<file path="config.mk">
export PLATFORM = sky130hd
export DESIGN_NAME = bitmap_page_run_allocator_core
export DESIGN_NICKNAME = d
export VERILOG_FILES = /design/src/bpra_pkg.sv /design/src/bpra_ram.sv /design/src/bitmap_page_run_allocator_core.sv
export SDC_FILE = /design/constraint.sdc
export NUM_CORES = 1
export LEC_CHECK = 0
export BUFFER_PORTS_ARGS = -buffer_cell sky130_fd_sc_hd__buf_2
export CORE_MARGIN = 3
export CORE_UTILIZATION = 60
export CTS_CLUSTER_SIZE = 12
export DETAILED_ROUTE_END_ITERATION = 12
export PLACE_DENSITY = 0.76
export SLEW_MARGIN = 0
export SYNTH_ARGS = -nofsm -noshare
export SYNTH_HDL_FRONTEND = slang
export SYNTH_SLANG_ARGS = --single-unit
</file>
<file path="constraint.sdc">
create_clock -name clock -period 5.45 [get_ports clock]
set_input_delay 1.3625 -clock clock [delete_from_list [all_inputs] [get_ports clock]]
set_output_delay 1.3625 -clock clock [all_outputs]
set_load 0.005 [all_outputs]
</file>
<file path="src/bpra_pkg.sv">
// Package for the bitmap page run allocator: sizes, item types.
package bpra_pkg;

   // Block geometry
   localparam int PAGES    = 64;
   localparam int PAGE_W   = $clog2(PAGES);
   localparam int COUNT_W  = $clog2(PAGES + 1);
   localparam int RUN_MAX  = PAGES / 2;

   // Fixed field widths of the item interface
   localparam int KIND_W   = 1;
   localparam int RUN_W    = 6;
   localparam int IDX_W    = 6;
   localparam int TOTAL_W  = 7;

   // Request kinds
   localparam logic [KIND_W-1:0] KIND_ALLOC = 1'b0;
   localparam logic [KIND_W-1:0] KIND_FREE  = 1'b1;

   typedef struct packed {
      logic [KIND_W-1:0] kind;
      logic [RUN_W-1:0]  run_pages;
      logic [IDX_W-1:0]  free_index;
   } bpra_req_type;

   typedef struct packed {
      logic               ok;
      logic [IDX_W-1:0]   start_index;
      logic [RUN_W-1:0]   freed_pages;
      logic [TOTAL_W-1:0] pages_free;
   } bpra_rsp_type;

endpackage

</file>
<file path="src/bpra_ram.sv">
// Generic single-write, single-read RAM with registered read data.
module bpra_ram #(
   parameter int WIDTH = 8,
   parameter int DEPTH = 64
) (
   input  logic                     clock,
   input  logic                     wr_en,
   input  logic [$clog2(DEPTH)-1:0] wr_addr,
   input  logic [WIDTH-1:0]         wr_data,
   input  logic [$clog2(DEPTH)-1:0] rd_addr,
   output logic [WIDTH-1:0]         rd_data
);

   logic [WIDTH-1:0] mem_ff [DEPTH];
   logic [WIDTH-1:0] rd_data_ff;

   // write port and registered read port
   always_ff @(posedge clock) begin
      if (wr_en) begin
         mem_ff[wr_addr] <= wr_data;
      end
      rd_data_ff <= mem_ff[rd_addr];
   end

   assign rd_data = rd_data_ff;

endmodule

</file>
<file path="src/bitmap_page_run_allocator_core.sv">
// Top level: first-fit page run allocator over one block, page-serial sequencer.
//
//  channel   ports                          direction  handshake
//  request   start, busy, req_item          in         transfer when start & !busy
//  result    rsp_valid, rsp_item            out        one-cycle strobe, no backpressure
//
// Steps: an allocate walks the used map one page per cycle to find the lowest free run,
// then marks its pages one per cycle. A free reads the run length RAM in ST_FREAD, then
// releases one page per cycle. A rejected allocate (zero or oversized) answers from
// ST_IDLE without going busy. The single page walk counter serves one request at a time.
// The result strobe comes in the cycle after the last step, when busy is already low.
// Reset: all pages free, no runs recorded, free count PAGES; no clearing pass is needed.
module bitmap_page_run_allocator_core (
   input  logic                  clock,
   input  logic                  reset,
   input  logic                  start,
   output logic                  busy,
   input  bpra_pkg::bpra_req_type req_item,
   output logic                  rsp_valid,
   output bpra_pkg::bpra_rsp_type rsp_item
);

   typedef enum logic [1:0] {
      ST_IDLE,
      ST_SCAN,
      ST_FREAD,
      ST_WALK
   } state_type;

   state_type                       state_ff, state_in;
   logic [bpra_pkg::PAGE_W-1:0]     page_ff, page_in;
   logic [bpra_pkg::RUN_W-1:0]      cnt_ff, cnt_in;
   logic                            set_ff, set_in;
   logic [bpra_pkg::PAGES-1:0]      used_map_ff, used_map_in;
   logic [bpra_pkg::PAGES-1:0]      valid_ff, valid_in;
   logic [bpra_pkg::COUNT_W-1:0]    free_total_ff, free_total_in;
   bpra_pkg::bpra_req_type          req_ff, req_in;
   logic                            ok_ff, ok_in;
   logic [bpra_pkg::PAGE_W-1:0]     start_ff, start_in;
   logic [bpra_pkg::RUN_W-1:0]      freed_ff, freed_in;
   logic                            rsp_valid_ff, rsp_valid_in;

   logic                            ram_we;
   logic [bpra_pkg::PAGE_W-1:0]     ram_waddr;
   logic [bpra_pkg::PAGE_W-1:0]     ram_raddr;
   logic [bpra_pkg::RUN_W-1:0]      ram_rdata;

   logic                            accept;
   logic [bpra_pkg::COUNT_W-1:0]    free_sum;

   // run length store; valid bits below stand for its reset
   bpra_ram #(
      .WIDTH (bpra_pkg::RUN_W),
      .DEPTH (bpra_pkg::PAGES)
   ) u_run_ram (
      .clock   (clock),
      .wr_en   (ram_we),
      .wr_addr (ram_waddr),
      .wr_data (req_ff.run_pages),
      .rd_addr (ram_raddr),
      .rd_data (ram_rdata)
   );

   assign accept    = start && (state_ff == ST_IDLE);
   assign ram_raddr = bpra_pkg::PAGE_W'(req_item.free_index);
   assign free_sum  = free_total_ff + bpra_pkg::COUNT_W'(ram_rdata);

   // sequencer next-state logic
   always_comb begin
      state_in      = state_ff;
      page_in       = page_ff;
      cnt_in        = cnt_ff;
      set_in        = set_ff;
      used_map_in   = used_map_ff;
      valid_in      = valid_ff;
      free_total_in = free_total_ff;
      req_in        = req_ff;
      ok_in         = ok_ff;
      start_in      = start_ff;
      freed_in      = freed_ff;
      rsp_valid_in  = 1'b0;
      ram_we        = 1'b0;
      ram_waddr     = page_ff;

      unique case (state_ff)
         ST_IDLE: begin
            if (accept) begin
               req_in   = req_item;
               ok_in    = 1'b0;
               start_in = '0;
               freed_in = '0;
               page_in  = '0;
               cnt_in   = '0;
               if (req_item.kind == bpra_pkg::KIND_FREE) begin
                  state_in = ST_FREAD;
               end else if (req_item.run_pages != '0 &&
                            bpra_pkg::COUNT_W'(req_item.run_pages) <=
                            bpra_pkg::COUNT_W'(bpra_pkg::RUN_MAX)) begin
                  state_in = ST_SCAN;
               end else begin
                  rsp_valid_in = 1'b1;
               end
            end
         end

         // one page per cycle, count consecutive free pages
         ST_SCAN: begin
            if (used_map_ff[page_ff]) begin
               cnt_in = '0;
            end else begin
               cnt_in = cnt_ff + bpra_pkg::RUN_W'(1);
            end
            if (!used_map_ff[page_ff] &&
                (cnt_ff + bpra_pkg::RUN_W'(1)) == req_ff.run_pages) begin
               // run found: record it, then mark pages from its start
               start_in      = page_ff - bpra_pkg::PAGE_W'(req_ff.run_pages)
                               + bpra_pkg::PAGE_W'(1);
               page_in       = start_in;
               cnt_in        = req_ff.run_pages;
               set_in        = 1'b1;
               ok_in         = 1'b1;
               ram_we        = 1'b1;
               ram_waddr     = start_in;
               valid_in[start_in] = 1'b1;
               free_total_in = free_total_ff - bpra_pkg::COUNT_W'(req_ff.run_pages);
               state_in      = ST_WALK;
            end else if (page_ff == bpra_pkg::PAGE_W'(bpra_pkg::PAGES - 1)) begin
               state_in     = ST_IDLE;
               rsp_valid_in = 1'b1;
            end else begin
               page_in = page_ff + bpra_pkg::PAGE_W'(1);
            end
         end

         // run length read is back; release if a run starts here
         ST_FREAD: begin
            if (bpra_pkg::COUNT_W'(req_ff.free_index) < bpra_pkg::COUNT_W'(bpra_pkg::PAGES)
                && valid_ff[bpra_pkg::PAGE_W'(req_ff.free_index)]
                && ram_rdata != '0) begin
               page_in  = bpra_pkg::PAGE_W'(req_ff.free_index);
               cnt_in   = ram_rdata;
               set_in   = 1'b0;
               ok_in    = 1'b1;
               freed_in = ram_rdata;
               valid_in[bpra_pkg::PAGE_W'(req_ff.free_index)] = 1'b0;
               if (free_sum > bpra_pkg::COUNT_W'(bpra_pkg::PAGES)) begin
                  free_total_in = bpra_pkg::COUNT_W'(bpra_pkg::PAGES);
               end else begin
                  free_total_in = free_sum;
               end
               state_in = ST_WALK;
            end else begin
               state_in     = ST_IDLE;
               rsp_valid_in = 1'b1;
            end
         end

         // set or clear one page per cycle
         ST_WALK: begin
            used_map_in[page_ff] = set_ff;
            cnt_in  = cnt_ff - bpra_pkg::RUN_W'(1);
            page_in = page_ff + bpra_pkg::PAGE_W'(1);
            if (cnt_ff == bpra_pkg::RUN_W'(1) ||
                page_ff == bpra_pkg::PAGE_W'(bpra_pkg::PAGES - 1)) begin
               state_in     = ST_IDLE;
               rsp_valid_in = 1'b1;
            end
         end

         default: begin
            state_in = ST_IDLE;
         end
      endcase
   end

   // state and registered outputs
   always_ff @(posedge clock) begin
      if (reset) begin
         state_ff      <= ST_IDLE;
         used_map_ff   <= '0;
         valid_ff      <= '0;
         free_total_ff <= bpra_pkg::COUNT_W'(bpra_pkg::PAGES);
         rsp_valid_ff  <= 1'b0;
      end else begin
         state_ff      <= state_in;
         used_map_ff   <= used_map_in;
         valid_ff      <= valid_in;
         free_total_ff <= free_total_in;
         rsp_valid_ff  <= rsp_valid_in;
      end
      page_ff  <= page_in;
      cnt_ff   <= cnt_in;
      set_ff   <= set_in;
      req_ff   <= req_in;
      ok_ff    <= ok_in;
      start_ff <= start_in;
      freed_ff <= freed_in;
   end

   assign busy                 = (state_ff != ST_IDLE);
   assign rsp_valid            = rsp_valid_ff;
   assign rsp_item.ok          = ok_ff;
   assign rsp_item.start_index = bpra_pkg::IDX_W'(start_ff);
   assign rsp_item.freed_pages = freed_ff;
   assign rsp_item.pages_free  = bpra_pkg::TOTAL_W'(free_total_ff);

   // result strobe only once the sequencer is back at rest
   a_rsp_idle: assert property (@(posedge clock) disable iff (reset)
      rsp_valid_ff |-> state_ff == ST_IDLE)
      else $error("result strobe while sequencer busy");

   // an accepted transfer either starts work or answers at once
   a_accept_progress: assert property (@(posedge clock) disable iff (reset)
      accept |=> busy || rsp_valid_ff)
      else $error("accepted transfer dropped");

   // free count agrees with the used map whenever idle
   a_count_match: assert property (@(posedge clock) disable iff (reset)
      state_ff == ST_IDLE |->
         ($countones(used_map_ff) + int'(free_total_ff)) == bpra_pkg::PAGES)
      else $error("free count and used map disagree");

   // released pages imply success
   a_freed_ok: assert property (@(posedge clock) disable iff (reset)
      rsp_valid_ff && freed_ff != '0 |-> ok_ff)
      else $error("pages freed without ok");

   // every recorded run start is a used page
   a_valid_used: assert property (@(posedge clock) disable iff (reset)
      state_ff == ST_IDLE |-> (valid_ff & ~used_map_ff) == '0)
      else $error("recorded run starts on a free page");

endmodule

</file>
==> results of run 1 <==
placed cells by master (no fill, tap or decap), types with 17 or more instances in the layout:
| cell type | n |
|---|---|
| sky130_fd_sc_hd__a32oi_1 | 29 |
| sky130_fd_sc_hd__a21oi_1 | 100 |
| sky130_fd_sc_hd__inv_1 | 40 |
| sky130_fd_sc_hd__buf_4 | 35 |
| sky130_fd_sc_hd__mux4_2 | 135 |
| sky130_fd_sc_hd__nor2_1 | 132 |
| sky130_fd_sc_hd__dfxtp_1 | 144 |
| sky130_fd_sc_hd__a31oi_1 | 46 |
| sky130_fd_sc_hd__nand3_1 | 105 |
| sky130_fd_sc_hd__nand2_1 | 58 |
| sky130_fd_sc_hd__o21ai_0 | 91 |
| sky130_fd_sc_hd__a22oi_1 | 24 |
| sky130_fd_sc_hd__edfxtp_1 | 422 |
| sky130_fd_sc_hd__clkbuf_1 | 20 |
| sky130_fd_sc_hd__ha_1 | 30 |
| sky130_fd_sc_hd__buf_2 | 35 |
| sky130_fd_sc_hd__clkbuf_16 | 58 |
| sky130_fd_sc_hd__mux2i_1 | 34 |
| sky130_fd_sc_hd__nor3_1 | 17 |
registers in the layout, summed over array words and instances, names as in the netlist:
name,cells
u_run_ram.mem_ff,384
used_map_ff,64
valid_ff,64
req_ff,12
free_total_ff,7
cnt_ff,6
freed_ff,6
page_ff,6
start_ff,6
u_run_ram.rd_data,6
state_ff,2
ok_ff,1
rsp_valid,1
set_ff,1
per-layer routing:
metal | global-route usage | part of all wire
met1 | 0.410 | 0.38
met2 | 0.470 | 0.48
met3 | 0.0584 | 0.10
met4 | 0.109 | 0.036
met5 | 0 | 0
power groups by stage:
stage	registers (mW)	clock network, mW	logic [mW]
floorplan	5.25	0	2.19
global placement	5.31	0	3.26
detailed placement	5.32	0	3.33
CTS	5.23	3.65	3.35
global route	5.25	3.80	3.64
finish	5.24	3.62	3.46
final timing paths:
path	from	endpoint	slack, ps	depth (start not counted)
worst max register to register	page_ff[2]$_SDFFCE_PP0P_	u_run_ram.mem_ff[5][3]$_DFFE_PP_	1270	7
worst min register to register	used_map_ff[28]$_SDFFE_PP0P_	used_map_ff[28]$_SDFFE_PP0P_	470	2
worst min-delay path	used_map_ff[28]$_SDFFE_PP0P_	used_map_ff[28]$_SDFFE_PP0P_	470	2
worst max-delay path	page_ff[2]$_SDFFCE_PP0P_	u_run_ram.mem_ff[5][3]$_DFFE_PP_	1270	7
stage by stage:
stage	hold WS [ps]	utilization	setup WS, ps	cells	cell area, um2
5_1_grt	495	0.666	1080	2356	27400
6_report	473	0.666	1270	2356	27400
3_5_place_dp	467	0.625	1400	2259	25700
4_1_cts	475	0.666	1360	2356	27400
2_1_floorplan	443	-	1280	1786	25200
3_3_place_gp	459	0.625	1500	2259	25700
cell type report:
| class | count | area share |
|---|---|---|
| sequential | 566 | 0.568 |
| clock inverter | 18 | 0.00507 |
| multi-input combinational | 1045 | 0.322 |
| timing repair buffer | 74 | 0.0186 |
| inverter | 42 | 0.00576 |
| tap | 532 | 0.0243 |
| clock buffer | 79 | 0.0562 |
worst max-delay path, cell delays in order, from the launching register on:
cell and delay [ps]:
sky130_fd_sc_hd__edfxtp_1 580, sky130_fd_sc_hd__and2_1 530, sky130_fd_sc_hd__a22oi_1 150, sky130_fd_sc_hd__nand3_1 130, sky130_fd_sc_hd__nand4_1 290, sky130_fd_sc_hd__nor3_4 910
sky130_fd_sc_hd__nand2_1 490, sky130_fd_sc_hd__nor2_1 700
cells by family after synthesis:
family,Yosys count
DFF,566
and+or+nand+nor,438
AOI/OAI and AO/OA,375
buffers and inverters,175
muxes,171
adders and majority gates,33
xor gates and xnor gates,28
==> results by group, run 1 <==
Status
  – Run status: completed

Placed design
  – Placer Congestion: just over 0.9
  – Input/output buffers: 37
  – DP Wirelength: 40000 um

Timing
  – RSZ-0062 raised after global routing: false
  – Max-slew violations: 0
  – Transition time of the tightest slew-check pin: 1180 ps
  – Post-route minimum period: 4180 ps
  – Final period util: 0.768
  – Final hold violation count: 0
  – Fmax: 0.239 GHz
  – Relative slew slack: 0.213
  – Setup TNS: 0 ps
  – Worst Clk Skew: between 20 and 30 ps
  – Final setup viols: 0

Finish
  – # nets final: 1835
  – Fraction of layout cells with a size suffix above 1: 0.169
  – # fillers: 2820
  – Reg area: 0.0156 mm2
  – Synthesis-to-layout area growth: 8.87%
  – Diodes inserted: 0
  – Area used by multi-input combinational logic: around 0.0088 mm2

Worst setup path
  – Critical setup path kind: reg2reg
  – Data arrival time at the worst-slack endpoint: 4420 ps
  – CP max FO: 18
  – WP data required: 5690 ps
  – Capturing element type of the critical path: register
  – CP Launch Type: register

Synthesis
  – Number of distinct standard cells referenced by the synthesized netlist: 84
  – Area fraction in compound gates after synthesis: 0.0951
  – Share of cell area taken by muxes after synthesis: 0.136
  – Number of flops mapped to enable cells by yosys: 422
  – Average cell area after synthesis: ~14 um2
  – Adder-cell share of the synthesized area: 0.0173
  – Proportion of netlist area held by the largest area contributor: 0.504
  – Simple-gate portion of the synthesized area: 0.0910
  – Warning count from the yosys run: 0
  – Async SR Flop Fraction: 0
  – Main combinational cell family by area after synthesis: multiplexers
  – Syn Std Cell Area: 0.0252 mm2
  – Syn_nets: 1835
  – Most used flip-flop cell after synthesis: sky130_fd_sc_hd__edfxtp_1
  – Synth Area in XOR/XNOR: 0.0114
  – Leading cell type by number of instances after synthesis: sky130_fd_sc_hd__edfxtp_1
  – Top cells by instance count after synthesis: sky130_fd_sc_hd__edfxtp_1 (422), sky130_fd_sc_hd__dfxtp_1 (144), sky130_fd_sc_hd__mux4_2 (135)
  – Proportion of synthesized chip area in sequential cells: 0.618
  – Cell type with the largest total area after synthesis: sky130_fd_sc_hd__edfxtp_1
  – Synth Register Bits: 566
  – Post-synthesis cell count: between 1500 and 2000
  – Largest cells by area after synthesis: sky130_fd_sc_hd__edfxtp_1 (50%), sky130_fd_sc_hd__mux4_2 (12%), sky130_fd_sc_hd__dfxtp_1 (11%), sky130_fd_sc_hd__nand3_1 (2.1%), sky130_fd_sc_hd__a21oi_1 (2.0%)

Die
  – Vertical extent of the die: 211 um
  – Initial Util: 0.612
  – Number of rows created at floorplan: 74
  – Die Footprint: 0.0444 mm2
  – Die Wd: around 210 um
  – Core outline area: 0.0411 mm2
  – Number of ports placed on the die boundary: 38

Drt
  – DRT Pass-1 Iters: 7
  – Detail-routed net length per standard cell: ~28 um
  – Post-DR vias/cell: 7.04
  – Number of vias after detailed routing: 16600
  – Drc violations: 0
  – Number of design-rule violations left by the first detailed-router iteration: 2547
  – Remaining number of nets flagged by the antenna check after routing: 0
  – Total Routed Length: between 60000 and 70000 um

GRT
  – Maximum number of pins on one net before global-route repair: between 70 and 80
  – Number of global-route vias before repair: 16100
  – Total gr overflow: 0
  – Global-route usage over all layers: 0.294
  – First-pass GRT wire length: ~99000 um
  – Initial antenna violation count: 0

CTS
  – Clock tree from TritonCTS: done
  – Number of buffers added by the clock tree synthesis step: 57
  – Worst skew pair latency: 630 ps
  – Number of cells upsized or downsized after cts: 0
  – Register clock-pin slew on the reported worst setup and hold paths: 60 ps
  – Number of buffers on the longest clock path: 3
  – Post-CTS Setup Bufs: 0
  – Hold-fix buffer count after cts: 0
  – Clock H-tree levels: 2
  – Clk sink count: 566
  – Clock root cell: sky130_fd_sc_hd__clkbuf_16

Power
  – Power density normalized to cell area: 450 mW/mm2
  – Sw Share: 0.353
  – Logic gate share of total power: 0.281
  – Sequential group share of total power: 0.425
  – Net switching power figure: 4.36 mW
  – Fraction of power consumed by the clock network: 0.294
  – Internal power consumption: between 7 and 8 mW
  – Leak Pwr: 8.87 nW
  – Total power draw: 12.3 mW
  – Maximum vdd ir drop: 0.000399 V

Flow run
  – Number of violations of the max-capacitance limit: 0

Hold path
  – Class of the most critical hold timing path: reg2reg
No activity file was read; power rests on OpenSTA's default activity.
==> run 2: changes to the inputs <==
--- a/config.mk
+++ b/config.mk
@@ -5,6 +5,7 @@
 export SDC_FILE = /design/constraint.sdc
 export NUM_CORES = 1
 export LEC_CHECK = 0
+export ABC_AREA = 1
 export BUFFER_PORTS_ARGS = -buffer_cell sky130_fd_sc_hd__buf_2
 export CORE_MARGIN = 3
 export CORE_UTILIZATION = 60
==> constraint.sdc (replaced) <==
create_clock -name clock -period 4.2 [get_ports clock]
set_input_delay 1.05 -clock clock [delete_from_list [all_inputs] [get_ports clock]]
set_output_delay 1.05 -clock clock [all_outputs]
set_load 0.005 [all_outputs]
==> results by group, run 2 <==
Status
  – Run status: completed (unchanged)

Synthesis
  – Synth Area in XOR/XNOR: 0.00351 (was 0.0114)
  – Top cells by instance count after synthesis: sky130_fd_sc_hd__nand2_1 (559), sky130_fd_sc_hd__edfxtp_1 (422), sky130_fd_sc_hd__nor2_1 (384) (was sky130_fd_sc_hd__edfxtp_1 (422), sky130_fd_sc_hd__dfxtp_1 (144), sky130_fd_sc_hd__mux4_2 (135))
  – Share of cell area taken by muxes after synthesis: 0 (was 0.136)
  – Number of distinct standard cells referenced by the synthesized netlist: 51 (was 84)
  – Leading cell type by number of instances after synthesis: sky130_fd_sc_hd__nand2_1 (was sky130_fd_sc_hd__edfxtp_1)
  – Proportion of netlist area held by the largest area contributor: 0.462 (was 0.504)
  – Post-synthesis cell count: 3060 (was 1786)
  – Largest cells by area after synthesis: sky130_fd_sc_hd__edfxtp_1 (46%), sky130_fd_sc_hd__dfxtp_1 (11%), sky130_fd_sc_hd__nand2_1 (7.7%), sky130_fd_sc_hd__o21ai_0 (5.9%), sky130_fd_sc_hd__nor2_1 (5.3%) (was sky130_fd_sc_hd__edfxtp_1 (50%), sky130_fd_sc_hd__mux4_2 (12%), sky130_fd_sc_hd__dfxtp_1 (11%), sky130_fd_sc_hd__nand3_1 (2.1%), sky130_fd_sc_hd__a21oi_1 (2.0%))
  – Syn_nets: 3109 (was 1835)
  – Synth Register Bits: 566 (unchanged)
  – Adder-cell share of the synthesized area: 0.0159 (was 0.0173)
  – Warning count from the yosys run: 0 (unchanged)
  – Most used flip-flop cell after synthesis: sky130_fd_sc_hd__edfxtp_1 (unchanged)
  – Cell type with the largest total area after synthesis: sky130_fd_sc_hd__edfxtp_1 (unchanged)
  – Average cell area after synthesis: 8.96 um2 (was 14.1 um2)
  – Area fraction in compound gates after synthesis: 0.135 (was 0.0951)
  – Syn Std Cell Area: 0.0274 mm2 (was 0.0252 mm2)
  – Main combinational cell family by area after synthesis: simple AND/OR/NAND/NOR gates (was multiplexers)
  – Number of flops mapped to enable cells by yosys: 422 (unchanged)
  – Simple-gate portion of the synthesized area: 0.217 (was 0.0910)
  – Proportion of synthesized chip area in sequential cells: 0.567 (was 0.618)
  – Async SR Flop Fraction: 0 (unchanged)

Timing
  – RSZ-0062 raised after global routing: false (unchanged)
  – Post-route minimum period: 3910 ps (was 4180 ps)
  – Setup TNS: 0 ps (unchanged)
  – Worst Clk Skew: 41.9 ps (was 27.7 ps)
  – Setup ws final: 292 ps (was 1270 ps)
  – Final period util: 0.930 (was 0.768)
  – Transition time of the tightest slew-check pin: 1060 ps (was 1180 ps)
  – Final setup viols: 0 (unchanged)
  – Max-slew violations: 0 (unchanged)
  – Final hold violation count: 0 (unchanged)
  – Fmax: 0.256 GHz (was 0.239 GHz)
  – Hold slack final: 471 ps (was 473 ps)
  – Relative slew slack: 0.296 (was 0.213)

Finish
  – Final instance area: 0.0298 mm2 (was 0.0274 mm2)
  – Most common library cell in the layout ignoring fill and taps: sky130_fd_sc_hd__nand2_1 (was sky130_fd_sc_hd__edfxtp_1)
  – Largest register FFs: 384 (unchanged)
  – Register containing the most flip-flops in the final layout: u_run_ram.mem_ff (unchanged)
  – Fraction of layout cells with a size suffix above 1: 0.0751 (was 0.169)
  – Most used cells in the layout excluding fill and tap cells: sky130_fd_sc_hd__nand2_1 (557), sky130_fd_sc_hd__edfxtp_1 (422), sky130_fd_sc_hd__nor2_1 (384) (was sky130_fd_sc_hd__edfxtp_1 (422), sky130_fd_sc_hd__dfxtp_1 (144), sky130_fd_sc_hd__mux4_2 (135))
  – Post-Route Utilization: 0.667 (was 0.666)
  – # nets final: 3067 (was 1835)
  – Synthesis-to-layout area growth: 8.71% (was 8.87%)
  – Largest registers: u_run_ram.mem_ff (384), used_map_ff (64), valid_ff (64) (unchanged)

Power
  – Power density normalized to cell area: 596 mW/mm2 (was 450 mW/mm2)
  – Maximum vdd ir drop: 0.000464 V (was 0.000399 V)
  – Leak Pwr: 10.7 nW (was 8.87 nW)

GRT
  – First-pass GRT wire length: 121000 um (was 99100 um)
  – Number of global-route vias before repair: 21900 (was 16100)
  – Initial antenna violation count: 3 (was 0)
  – Maximum number of pins on one net before global-route repair: 122 (was 75)
  – Global-route usage over all layers: 0.318 (was 0.294)
  – Total gr overflow: 0 (unchanged)

Drt
  – Total Routed Length: 77000 um (was 65400 um)
  – Number of vias after detailed routing: 23100 (was 16600)
  – Remaining number of nets flagged by the antenna check after routing: 0 (unchanged)
  – Post-DR vias/cell: 6.33 (was 7.04)
  – Detail-routed net length per standard cell: 21.1 um (was 27.8 um)
  – Number of design-rule violations left by the first detailed-router iteration: 3282 (was 2547)
  – Drc violations: 0 (unchanged)
  – DRT Pass-1 Iters: 7 (unchanged)

CTS
  – Register clock-pin slew on the reported worst setup and hold paths: 60 ps (about the same)
  – Hold-fix buffer count after cts: 0 (unchanged)
  – Number of cells upsized or downsized after cts: 0 (unchanged)
  – Clock tree from TritonCTS: done (unchanged)
  – Number of buffers added by the clock tree synthesis step: 58 (was 57)
  – Post-CTS Setup Bufs: 0 (unchanged)
  – Clock root cell: sky130_fd_sc_hd__clkbuf_16 (unchanged)
  – Number of buffers on the longest clock path: 3 (unchanged)
  – Worst skew pair latency: 650 ps (was 630 ps)
  – Clock H-tree levels: 2 (unchanged)
  – Clk sink count: 566 (unchanged)

Die
  – Initial Util: 0.613 (was 0.612)
  – Number of rows created at floorplan: 77 (was 74)
  – Number of ports placed on the die boundary: 38 (unchanged)
  – Die Wd: 220 um (was 211 um)
  – Die Footprint: 0.0483 mm2 (was 0.0444 mm2)
  – Core outline area: 0.0447 mm2 (was 0.0411 mm2)
  – Vertical extent of the die: 220 um (was 211 um)

Worst setup path
  – Critical setup path kind: reg2reg (unchanged)
  – CP Launch Type: register (unchanged)
  – Data arrival time at the worst-slack endpoint: 4170 ps (was 4420 ps)
  – Capturing element type of the critical path: register (unchanged)
  – WP data required: 4460 ps (was 5690 ps)
  – CP max FO: 44 (was 18)

Placed design
  – Input/output buffers: 37 (unchanged)
  – DP Wirelength: 47800 um (was 40000 um)
  – Post-placement worst setup slack: 404 ps (was 1400 ps)
  – Placer Congestion: 0.933 (was 0.905)
  – DP Area: 0.0280 mm2 (was 0.0257 mm2)

Flow run
  – Number of violations of the max-capacitance limit: 0 (unchanged)

Hold path
  – Class of the most critical hold timing path: reg2reg (unchanged)
-- run 2: layout make-up --
cell class                 count  area [um2]
timing repair buffer          92         666
fill                        3551       14900
antenna                        3        7.51
multi-input combinational   2064       10200
inverter                     236         891
clock inverter                16         129
sequential                   566       15600
tap                          592         741
clock buffer                  88        1630
-- run 2: worst max-delay path: stages, from the launching register on --
cell and delay (ps):
sky130_fd_sc_hd__edfxtp_1 440, sky130_fd_sc_hd__buf_12 210, sky130_fd_sc_hd__inv_4 260, sky130_fd_sc_hd__nand2_1 90
sky130_fd_sc_hd__nand3_1 100, sky130_fd_sc_hd__nand2_1 60, sky130_fd_sc_hd__o21ai_1 270, sky130_fd_sc_hd__nand2_1 80
sky130_fd_sc_hd__nor2_1 270, sky130_fd_sc_hd__nand4_4 270, sky130_fd_sc_hd__nand2_1 190, sky130_fd_sc_hd__nand2_4 110
sky130_fd_sc_hd__inv_1 110, sky130_fd_sc_hd__nand4_2 450, sky130_fd_sc_hd__nor2_1 570
-- run 2: routing by layer --
metal	wire length, um	GRT usage
met5	27	0
met3	7640	0.0571
met4	2770	0.125
met2	36100	0.514
met1	30400	0.431
-- run 2: path summary, 6_finish.rpt --
kind | slack [ps] | cells past startpoint | start | endpoint
worst min-delay path | 470 | 2 | used_map_ff[3]$_SDFFE_PP0P_ | used_map_ff[3]$_SDFFE_PP0P_
worst min register to register | 470 | 2 | used_map_ff[3]$_SDFFE_PP0P_ | used_map_ff[3]$_SDFFE_PP0P_
worst max-delay path | 290 | 14 | page_ff[0]$_SDFFCE_PP0P_ | u_run_ram.mem_ff[26][5]$_DFFE_PP_
worst max register to register | 290 | 14 | page_ff[0]$_SDFFCE_PP0P_ | u_run_ram.mem_ff[26][5]$_DFFE_PP_
-- run 2: cell families after synthesis --
family                   after synthesis
AO/OA/AOI/OAI                        671
XOR/XNOR                              11
adder cells (fa/ha/maj)               33
buffers and inverters                430
flip-flops                           566
AND/OR/NAND/NOR                     1349
-- run 2: power breakdown --
part           total (mW)  switching [mW]  internal (mW)
registers            6.80           0.276           6.52
logic                6.13            4.76           1.36
clock network        4.82            2.15           2.68
total                17.7            7.19           10.6
-- run 2: through the flow --
stage	cells	power (mW)
global placement	3550	12.8
finish	3657	17.7
CTS	3654	17.6
global route	3655	18.6
floorplan	3060	11.0
detailed placement	3550	12.8
